[config.mk]
export PLATFORM = sky130hd
export DESIGN_NAME = msarf_front
export DESIGN_NICKNAME = d
export VERILOG_FILES = /design/src/hdl/msarf_pkg.sv /design/src/hdl/msarf_front.sv
export SDC_FILE = /design/constraint.sdc
export NUM_CORES = 1
export LEC_CHECK = 0
export BUFFER_PORTS_ARGS = -buffer_cell sky130_fd_sc_hd__buf_2
export CAP_MARGIN = 10
export CORE_MARGIN = 2
export CORE_UTILIZATION = 52
export CTS_BUF_LIST = sky130_fd_sc_hd__clkbuf_16
export DETAILED_ROUTE_END_ITERATION = 7
export HOLD_SLACK_MARGIN = 0.1
export PLACE_DENSITY = 0.79
export REMOVE_ABC_BUFFERS = 1
export SYNTH_ARGS = -nofsm -noshare
export SYNTH_HDL_FRONTEND = slang
export SYNTH_SLANG_ARGS = --single-unit
[constraint.sdc]
create_clock -name clock -period 4.1 [get_ports clock]
set_input_delay 0.41 -clock clock [delete_from_list [all_inputs] [get_ports clock]]
set_output_delay 0.41 -clock clock [all_outputs]
set_load 0.01 [all_outputs]
[src/hdl/msarf_pkg.sv]
`timescale 1ns / 1ps
package msarf_pkg;

   typedef enum logic [4:0] {
      FN_LI    = 5'd0,
      FN_ADD   = 5'd1,
      FN_ADDI  = 5'd2,
      FN_ADDU  = 5'd3,
      FN_SUB   = 5'd4,
      FN_SUBU  = 5'd5,
      FN_ADDIU = 5'd6,
      FN_MUL   = 5'd7,
      FN_MULT  = 5'd8,
      FN_DIV   = 5'd9,
      FN_AND   = 5'd10,
      FN_OR    = 5'd11,
      FN_ORI   = 5'd12,
      FN_ANDI  = 5'd13,
      FN_SLL   = 5'd14,
      FN_SRL   = 5'd15,
      FN_XOR   = 5'd16,
      FN_DUMP  = 5'd17
   } func_type;

   localparam logic [5:0] HI_INDEX = 6'd32;
   localparam logic [5:0] LO_INDEX = 6'd33;

   typedef struct packed {
      logic [4:0]  func;
      logic [4:0]  dest_index;
      logic [4:0]  src_a_index;
      logic [4:0]  src_b_index;
      logic [31:0] immediate;
   } req_type;

   typedef struct packed {
      logic [5:0]  reg_index;
      logic [31:0] value;
      logic        last;
      logic        div_by_zero;
   } rsp_type;

   // classified command passed from front to back
   typedef enum logic [2:0] {
      CL_ALU,
      CL_MUL,
      CL_MULT,
      CL_DIV,
      CL_DUMP
   } class_type;

   typedef struct packed {
      class_type   cls;
      logic [4:0]  func;
      logic [4:0]  dest_index;
      logic [4:0]  src_a_index;
      logic [4:0]  src_b_index;
      logic [31:0] immediate;
   } cmd_type;

   typedef enum logic [2:0] {
      ST_IDLE,
      ST_MUL,
      ST_MUL2,
      ST_DIV,
      ST_DIVFIX,
      ST_DUMP,
      ST_EMIT_LO
   } state_type;

endpackage

[src/hdl/msarf_front.sv]
`timescale 1ns / 1ps
module msarf_front
   import msarf_pkg::*;
(
   input  logic    clock,
   input  logic    reset,
   input  logic    in_valid,
   input  req_type in_req,
   output logic    in_ready,
   output logic    q_valid,
   output cmd_type q_cmd,
   input  logic    q_pop
);
   // two-entry queue of classified commands
   cmd_type    mem_ff [2];
   logic       wp_ff, wp_in, rp_ff, rp_in;
   logic [1:0] cnt_ff, cnt_in;
   cmd_type    cmd;
   logic       push;

   always_comb begin
      cmd.func        = in_req.func;
      cmd.dest_index  = in_req.dest_index;
      cmd.src_a_index = in_req.src_a_index;
      cmd.src_b_index = in_req.src_b_index;
      cmd.immediate   = in_req.immediate;
      case (in_req.func)
         FN_MUL:  cmd.cls = CL_MUL;
         FN_MULT: cmd.cls = CL_MULT;
         FN_DIV:  cmd.cls = CL_DIV;
         FN_DUMP: cmd.cls = CL_DUMP;
         default: cmd.cls = CL_ALU;
      endcase
   end

   assign in_ready = (cnt_ff != 2'd2);
   // unused codes make no result: drop them here
   assign push     = in_valid && in_ready && (in_req.func <= FN_DUMP);
   assign q_valid  = (cnt_ff != 2'd0);
   assign q_cmd    = mem_ff[rp_ff];

   always_comb begin
      wp_in  = push ? ~wp_ff : wp_ff;
      rp_in  = q_pop ? ~rp_ff : rp_ff;
      cnt_in = cnt_ff + {1'b0, push} - {1'b0, q_pop};
   end

   always_ff @(posedge clock) begin
      if (reset) begin
         wp_ff  <= 1'b0;
         rp_ff  <= 1'b0;
         cnt_ff <= 2'd0;
      end else begin
         wp_ff  <= wp_in;
         rp_ff  <= rp_in;
         cnt_ff <= cnt_in;
      end
   end

   always_ff @(posedge clock) begin
      if (push) mem_ff[wp_ff] <= cmd;
   end
endmodule

==> run metrics, run 1 <==
post-synthesis sequential area ratio=0.802; Yosys cell types=22; CTS Hold Buffers Added=0; Yosys warning count=0; Max IR drop VDD=0.000424 V; Layout Nets=389; fmax=380 MHz; first-pass GRT wire length=11.0 mm; CP Max Fanout=29; post-synth top area cell=edfxtp_1; Crit-path slowest cell=dfxtp_2; first-pass iteration count of the detailed router=4; H-tree levels=4; FF+latch count, synth=115; Tightest Hold Check Type=input pin to register; count of final setup violators=0; vias=2,265; Comb power frac=0.089; final WL=7.52 mm; Setup Buffers After CTS=0; Placer Congestion=0.749; leakage=2.12 nW; core footprint=0.00781 mm²; reg2reg start=cnt_ff[0]$_SDFF_PP0_; Die Height=94.3 µm; Overflow after GRT=0; vias in the first global route=2,262; FP Rows=32; top cell type's share of synthesized area=0.779; WHS Endpoint=mem_ff[0][21]$_DFFE_PP_; Total GRT Usage=0.174; Crit Path Class=register to primary output; CP Cell Sequence=buf_4 -> mux2_2 -> buf_2; Initial Utilization=0.543; slew of the pin with the lowest slew margin=0.862 ns; clock group share of total power=0.488; wire length per cell=16.9 µm; CTS root buf=clkbuf_16; Mean Syn Cell Area=20.9 µm²; Final Hold Viols=0; switching pwr=0.658 mW; # clock sinks=115; Slew Viols, Final=0; Clock Latency Late Sink=0.40 ns; Antenna diodes=0; CP Capture Type=primary output; max_cap viols=0; setup_tns=0 ns; hold path start=in_req[21]; placed inst area=0.00496 mm²; post-route minimum period=2.63 ns; Post-CTS Resized=0; critical path data required time=3.69 ns; worst r2r path cells=4; vias per cell=5.08; pwr dens=586 mW/mm²; P_int=2.64 mW; CTS tree=yes; Syn-to-layout area delta=32.7%; fin crit share=0.642; R2R Path End=mem_ff[1][15]$_DFFE_PP_; clk slew on worst S/H paths=0.05 ns; number of remaining DRC errors=0; Synth Instances=203; hold path cells=1; fraction of layout cells with a size suffix above 1=0.605; crit-path max cell delay=0.81 ns; CP startpoint kind=register; PortBufs=112; post-route cell area=0.00563 mm²; top cells by area, synth=edfxtp_1 (78%), mux2_2 (15%), dfxtp_1 (2.4%), buf_2 (0.71%), nor2_1 (0.71%); die width=94.3 µm; maximum clock path buffer count=2; Slew HR=0.424; antenna violations before repair=0; largest net degree at the start of global routing=30; synthesized area=0.00424 mm²; CTS Buf Count=17; Post-Route Skew=0.00762 ns; R2R Setup Slk=2.10 ns; initial DRC count=109; DP Wirelength=4.73 mm; sequential share of power=0.423; unrepaired setup endpoints after global routing=false; Die Area=0.00890 mm²; Routed Antenna Nets=0; Top Ports=113; Critical Path AT=2.22 ns; switching share of power=0.199; status=finished clean
==> metal layers <==
layer	track usage	share of wire	up-vias
met5	0	0	-
met4	0.0725	0.0076	0
met3	0.0698	0.095	7
met2	0.280	0.50	98
met1	0.211	0.39	1102
li1	-	-	1058
==> synth_stat cells <==
cell / number
edfxtp_1: 110
mux2_2: 55
nor2_1: 8
buf_2: 6
dfxtp_1: 5
ha_1: 2
inv_1: 2
a21oi_1: 1
and2_1: 1
and3b_2: 1
and4b_1: 1
mux2_4: 1
nand2b_1: 1
nand3_2: 1
nor2b_1: 1
nor3_1: 1
nor3b_1: 1
nor4b_1: 1
o31ai_2: 1
or2_2: 1
xnor2_1: 1
xor2_1: 1
==> cell type report <==
type	count	area, µm²
Fill cell	489	2180
Timing Repair Buffer	115	608
Inverter	2	7.51
Clock inverter	15	238
Sequential cell	115	3400
Multi-Input combinational cell	80	816
Clock buffer	17	425
Tap cell	102	128
==> cell usage in the layout, fill, tap and decap left out, types with 3 or more instances in the layout <==
cell,count
clkbuf_16,17
buf_2,112
edfxtp_1,110
clkinvlp_4,3
bufinv_16,6
dfxtp_1,4
nor2_1,6
mux2_2,55
==> power groups by stage <==
stage	clock (mW)	combinational, mW	sequential, mW
after detailed placement	0	0.293	1.42
final	1.61	0.292	1.40
after global placement	0	0.289	1.41
after floorplan	0	0.157	1.42
after CTS	1.63	0.297	1.40
after global routing	1.68	0.317	1.40
==> worst max path at each step <==
| stage | endpoint | cells past startpoint |
|---|---|---|
| final | q_cmd[18] | 3 |
| after floorplan | mem_ff[0][0]$_DFFE_PP_ | 3 |
| after CTS | q_cmd[18] | 3 |
| after detailed placement | mem_ff[1][30]$_DFFE_PP_ | 5 |
| after global placement | mem_ff[0][0]$_DFFE_PP_ | 5 |
| after global routing | q_cmd[18] | 3 |
==> stage by stage <==
step / util / total power [mW] / worst slack, ns / std cells / hold WS [ns]
after floorplan: - / 1.58 / 0.509 / 197 / 0.480
after global placement: 0.636 / 1.70 / 1.78 / 414 / 0.493
after detailed placement: 0.636 / 1.71 / 1.74 / 414 / 0.510
after CTS: 0.721 / 3.33 / 1.44 / 446 / 0.185
after global routing: 0.721 / 3.40 / 1.36 / 446 / 0.181
final: 0.721 / 3.30 / 1.47 / 446 / 0.203
==> sequential cells by signal, indices dropped and copies added, names as in the netlist, named ones only <==
register and cells:
rp_ff 1, wp_ff 1, mem_ff 110, cnt_ff 2
==> logic make-up (layout without fill, tap and decap cells) <==
kind of cell / count (synthesis) / in the layout / synth area share
flops: 115 / 115 / 0.802
mux: 56 / 56 / 0.150
simple gates: 18 / 18 / 0.0251
buf+inv: 8 / 149 / 0.00885
fa+ha+maj: 2 / 2 / 0.00590
compound gates: 2 / 2 / 0.00413
xor+xnor: 2 / 2 / 0.00413
==> critical path: cells and delay by family (launching register included) <==
kind,cells,cell delay (ns)
multiplexers,1,0.39
buffers and inverters,2,0.61
flip-flops,1,0.81
Power figures use the tool's default switching activity.
==> run 2, diff against run 1 <==
- ABC_AREA: default -> 1
- CORE_UTILIZATION: 52 -> 53
- PLACE_DENSITY: 0.79 -> 0.8
- clock period: 4.1 -> 2.5 ns (I/O delays scaled with it)
==> run metrics, run 2 <==
wire length per cell=16.1 µm (-4.4%); commonest non-fill, non-tap cell in the layout=buf_2; antenna violations before repair=0 (unchanged); number of remaining DRC errors=0 (unchanged); Clock Latency Late Sink=0.40 ns (about the same); Tightest Hold Check Type=input pin to register; dpl cells=430 (+3.9%); initial DRC count=110 (+0.92%); Placer Congestion=0.771 (+2.9%); Post-synth top cells=edfxtp_1 (110), mux2_4 (50), inv_1 (10); CP Capture Type=register; Finished Layout Cells=515 (+15%); count of final setup violators=0 (unchanged); Largest register FFs=110 (unchanged); fin crit share=0.828; Largest Register=mem_ff; crit-path max cell delay=0.53 ns (-0.28 ns); leakage=2.54 nW (+20%); most frequent cells in the layout=buf_2 (112), edfxtp_1 (110), dlygate4sd3_1 (53), mux2_4 (50), clkbuf_16 (17); unrepaired setup endpoints after global routing=false; synthesized area=0.00450 mm² (+6.1%); cell with the most instances after synthesis=edfxtp_1; Overflow after GRT=0 (unchanged); core footprint=0.00822 mm² (+5.2%); H-tree levels=4 (unchanged); Post-Route Skew=0.0134 ns (+0.00581 ns); Synth Flop Type=edfxtp_1; Final Hold Viols=0 (unchanged); slew of the pin with the lowest slew margin=0.401 ns (-0.461 ns); number of flops mapped to enable cells by yosys=110 (unchanged); biggest registers after layout=mem_ff: 110 flops, cnt_ff: 2 flops; maximum clock path buffer count=2 (unchanged); Layout Nets=455 (+17%); Die Area=0.00924 mm² (+3.9%); critical path data required time=2.79 ns (-0.90 ns); Slew HR=0.733 (+0.309); CP Max Fanout=4 (-86%); PortBufs=112 (unchanged); fmax=483 MHz; Buf/Inv on CP=3 (+1); fill count=475 (-2.9%); vias per cell=4.86 (-4.2%); setup_tns=0 ns (unchanged); clk slew on worst S/H paths=0.05 ns (about the same); die width=96.2 µm (+1.9%); Yosys warning count=0 (unchanged); max_cap viols=0 (unchanged); Max IR drop VDD=0.000676 V (+60%); asr flop ratio synth=0 (unchanged); Critical Path AT=2.36 ns (+0.14 ns); Slew Viols, Final=0 (unchanged); top cells by area, synth=edfxtp_1 (73%), mux2_4 (17%), buf_12 (2.2%), dfxtp_1 (2.2%), mux2_2 (1.3%); Antenna diodes=0 (unchanged); # clock sinks=115 (unchanged); first-pass GRT wire length=12.2 mm (+11%); fraction of layout cells with a size suffix above 1=0.502 (-0.102); CP startpoint kind=input pin; Total GRT Usage=0.186 (+0.0115); largest net degree at the start of global routing=38 (+27%); Die Height=96.2 µm (+1.9%); DP Wirelength=4.85 mm (+2.7%); Crit-path slowest cell=dlygate4sd3_1; FF+latch count, synth=115 (unchanged); Yosys cell types=16 (-27%); Synth Instances=213 (+4.9%); Syn-to-layout area delta=38.9%; Initial Utilization=0.548 (+0.00447); post-route minimum period=2.07 ns; first-pass iteration count of the detailed router=4 (unchanged); vias in the first global route=2,668 (+18%); top cell type's share of synthesized area=0.734 (-0.0448); CTS Buf Count=17 (unchanged); pwr dens=823 mW/mm² (+40%); delay-heaviest family, CP=buffers and inverters; post-synth top area cell=edfxtp_1; CTS tree=yes; CTS root buf=clkbuf_16; CP Cell Sequence=dlygate4sd3_1 -> buf_2 -> nor2_1 -> nand2_1 -> nand2_1 -> nand2_1 -> ha_1 -> inv_1 -> ha_1 -> xnor2_1 -> nand2_1 -> nand2_1 -> nor2_1; Mean Syn Cell Area=21.1 µm² (+1.1%); vias=2,505 (+11%); Post-CTS Resized=0 (unchanged); post-synthesis sequential area ratio=0.756 (-0.0462); FP Rows=33 (+3.1%); status=finished clean; final WL=8.30 mm (+10%); Top Ports=113 (unchanged); Crit Path Class=input pin to register; most used cell, CP=nand2_1; Routed Antenna Nets=0 (unchanged)
==> run 2: cell count changes in the layout (fill, tap and decap cells not counted), moves of 2 or more <==
cell / delta
buf_4: +4
clkinv_4: +2
bufinv_16: -4
mux2_4: +49
nand2_1: +8
mux2_2: -50
dlygate4sd3_1: +53
clkinv_2: +2
nand3_1: +2
clkinv_1: -2
inv_1: +9
==> run 2: final timing paths <==
kind,from,cells after the start,end,slack [ns]
worst max register to register,cnt_ff[0]$_SDFF_PP0_,10,cnt_ff[1]$_SDFF_PP0_,0.49
worst min register to register,rp_ff$_SDFFE_PP0P_,2,register,0.51
worst max-delay path,in_req[48],13,cnt_ff[1]$_SDFF_PP0_,0.43
worst min-delay path,q_pop,3,register,0.14
==> run 2: logic make-up after synthesis <==
logic type / share of synthesized area
compound gates: 0.00389
xor+xnor: 0.00389
fa+ha+maj: 0.00556
buf+inv: 0.0331
flops: 0.756
mux: 0.179
simple gates: 0.0181
==> run 2: timing repair <==
item | 4_1_cts | 5_1_grt
setup buffers | 0 | 0
hold endpoints to repair | 107 | 0
hold buffers | 53 | 0
==> run 2: cell type report <==
class                   instances  area (µm²)  area share
flip-flops and latches        115        3410       0.545
repair buffers                171        1150       0.184
multi-input cells              82         956       0.153
clock buffers                  17         425      0.0681
clock inverters                15         145      0.0232
well taps                     105         131      0.0210
inverters                      10        37.5     0.00600
==> run 2: worst min-delay path: stages <==
cell and delay, ns:
buf_2 0.10, xnor2_1 0.07, nor2_1 0.08
==> run 2: routing by layer <==
metal | GRT usage | part of all wire
met1 | 0.191 | 0.39
met2 | 0.344 | 0.55
met5 | 0 | 0
met3 | 0.0540 | 0.053
met4 | 0.0881 | 0.012
==> run 2: report_power, final <==
| part | switching, mW | internal [mW] | leakage (nW) |
|---|---|---|---|
| clock | 0.804 | 1.45 | 0.281 |
| sequential | 0.0318 | 2.24 | 1.05 |
| combinational | 0.293 | 0.330 | 1.21 |
==> run 2: through the flow <==
step / utilization / cell area, µm² / hold WS [ns] / setup WS (ns) / total power [mW]
floorplan: - / 4390 / 0.321 / -1.01 / 2.66
global placement: 0.627 / 5150 / 0.439 / 0.762 / 2.84
detailed placement: 0.627 / 5150 / 0.442 / 0.629 / 2.86
CTS: 0.761 / 6250 / 0.135 / 0.554 / 5.18
global route: 0.761 / 6250 / 0.140 / 0.283 / 5.33
finish: 0.761 / 6250 / 0.140 / 0.431 / 5.15
==> run 3, diff against run 2 <==
- ABC_AREA: 1 -> 0
- CORE_UTILIZATION: 53 -> 52
- PLACE_DENSITY: 0.8 -> 0.79
- clock period: 2.5 -> 2.1 ns (I/O delays scaled with it)
==> run metrics, run 3 (same netlist as run 1, synthesis figures left out) <==
status=finished clean; Syn-to-layout area delta=45.3%; Top Ports=113 (unchanged); Antenna diodes=0 (unchanged); CTS Buf Count=17 (unchanged); H-tree levels=4 (unchanged); unrepaired setup endpoints after global routing=false; fmax=517 MHz; initial DRC count=114 (+3.6%); post-route minimum period=1.93 ns; Final Hold Viols=0 (unchanged); Initial Utilization=0.543 (-0.00447); crit-path max cell delay=0.53 ns (about the same); Die Height=94.3 µm (-1.9%); CTS tree=yes; wire length per cell=16.8 µm (+3.9%); CTS root buf=clkbuf_16; core footprint=0.00781 mm² (-5.0%); first-pass iteration count of the detailed router=4 (unchanged); pwr dens=1030 mW/mm² (+25%); Buf/Inv on CP=2 (-1); Critical Path AT=1.72 ns (-0.64 ns); Largest register FFs=110 (unchanged); Slew HR=0.764 (+0.0311); dpl cells=418 (-2.8%); delay-heaviest family, CP=flip-flops; vias per cell=4.95 (+1.9%); die width=94.3 µm (-1.9%); commonest non-fill, non-tap cell in the layout=buf_2; Total GRT Usage=0.202 (+0.0160); slew of the pin with the lowest slew margin=0.349 ns (-0.0516 ns); leakage=2.35 nW (-7.6%); critical path data required time=1.89 ns (-0.90 ns); maximum clock path buffer count=2 (unchanged); final WL=8.44 mm (+1.7%); Overflow after GRT=0 (unchanged); PortBufs=112 (unchanged); biggest registers after layout=mem_ff: 110 flops, cnt_ff: 2 flops; antenna violations before repair=0 (unchanged); clk slew on worst S/H paths=0.05 ns (about the same); fill count=441 (-7.2%); Setup Buffers After CTS=0 (unchanged); Largest Register=mem_ff; FP Rows=32 (-3.0%); most frequent cells in the layout=buf_2 (112), edfxtp_1 (110), mux2_2 (55), dlygate4sd3_1 (54), clkbuf_16 (17); Max IR drop VDD=0.000731 V (+8.1%); # clock sinks=115 (unchanged); Routed Antenna Nets=0 (unchanged); CP startpoint kind=register; max_cap viols=0 (unchanged); DP Wirelength=4.74 mm (-2.2%); count of final setup violators=0 (unchanged); Finished Layout Cells=504 (-2.1%); largest net degree at the start of global routing=34 (-11%); Post-Route Skew=0.00635 ns (-0.00708 ns); hold_ws=0.298 ns (+0.158 ns); fraction of layout cells with a size suffix above 1=0.525 (+0.0224); Layout Nets=447 (-1.8%); Clock Latency Late Sink=0.40 ns (about the same); Crit-path slowest cell=dfxtp_2; Slew Viols, Final=0 (unchanged); vias in the first global route=2,700 (+1.2%); Tightest Hold Check Type=input pin to register; CP Capture Type=primary output; fin crit share=0.921; CP Max Fanout=13 (+9); Crit Path Class=register to primary output; first-pass GRT wire length=13.0 mm (+6.8%); vias=2,497 (-0.32%); CP Cell Sequence=buf_4 -> mux2_2 -> buf_2; Die Area=0.00890 mm² (-3.8%); Placer Congestion=0.700 (-9.2%); number of remaining DRC errors=0 (unchanged)
-- run 3: report_power, final --
group | switching (mW) | internal, mW
logic | 0.330 | 0.354
registers | 0.0453 | 2.67
clock network | 0.959 | 1.97
-- run 3: final timing paths --
check | from | end | slack (ns) | cells past startpoint
worst max-delay path | register | q_cmd[1] | 0.17 | 3
worst min-delay path | in_valid | wp_ff$_SDFFE_PP0P_ | 0.30 | 4
worst max register to register | cnt_ff[0]$_SDFF_PP0_ | cnt_ff[1]$_SDFF_PP0_ | 0.50 | 8
worst min register to register | rp_ff$_SDFFE_PP0P_ | rp_ff$_SDFFE_PP0P_ | 0.53 | 2
-- run 3: what timing repair did --
action                                 CTS  global route
gates resized for setup                  0             0
endpoints found under the hold margin  108             0
hold buffers                            54             0
-- run 3: metal layers --
layer | part of all wire | up-vias | routed length (µm) | track usage
met5 | 0 | - | 0 | 0
met4 | 0.0090 | 0 | 76 | 0.0833
met3 | 0.062 | 9 | 525 | 0.0634
met2 | 0.53 | 87 | 4500 | 0.354
met1 | 0.40 | 1231 | 3340 | 0.230
li1 | - | 1170 | - | -
-- run 3: worst min-delay path, stage by stage --
cell and delay, ns:
buf_2 0.10, nand3_2 0.06, buf_4 0.14, mux2_4 0.15
-- run 3: through the flow --
stage          TNS [ns]  utilization  power [mW]  area, µm²  worst slack, ns
4_1_cts               0        0.789        6.38       6160            0.122
3_5_place_dp          0        0.641        3.36       5010            0.351
5_1_grt               0        0.789        6.56       6160           0.0968
2_1_floorplan   -147.82            -        3.08       4210            -1.33
3_3_place_gp          0        0.641        3.34       5010            0.394
6_report              0        0.789        6.33       6160            0.167
-- run 3: area by class of cell --
type / count / area [µm²] / share of cell area
Clock buffer: 17 / 425 / 0.0690
Clock inverter: 15 / 190 / 0.0309
Inverter: 2 / 7.51 / 0.00122
Multi-Input combinational cell: 80 / 816 / 0.132
Sequential cell: 115 / 3400 / 0.552
Tap cell: 102 / 128 / 0.0207
Timing Repair Buffer: 173 / 1190 / 0.193
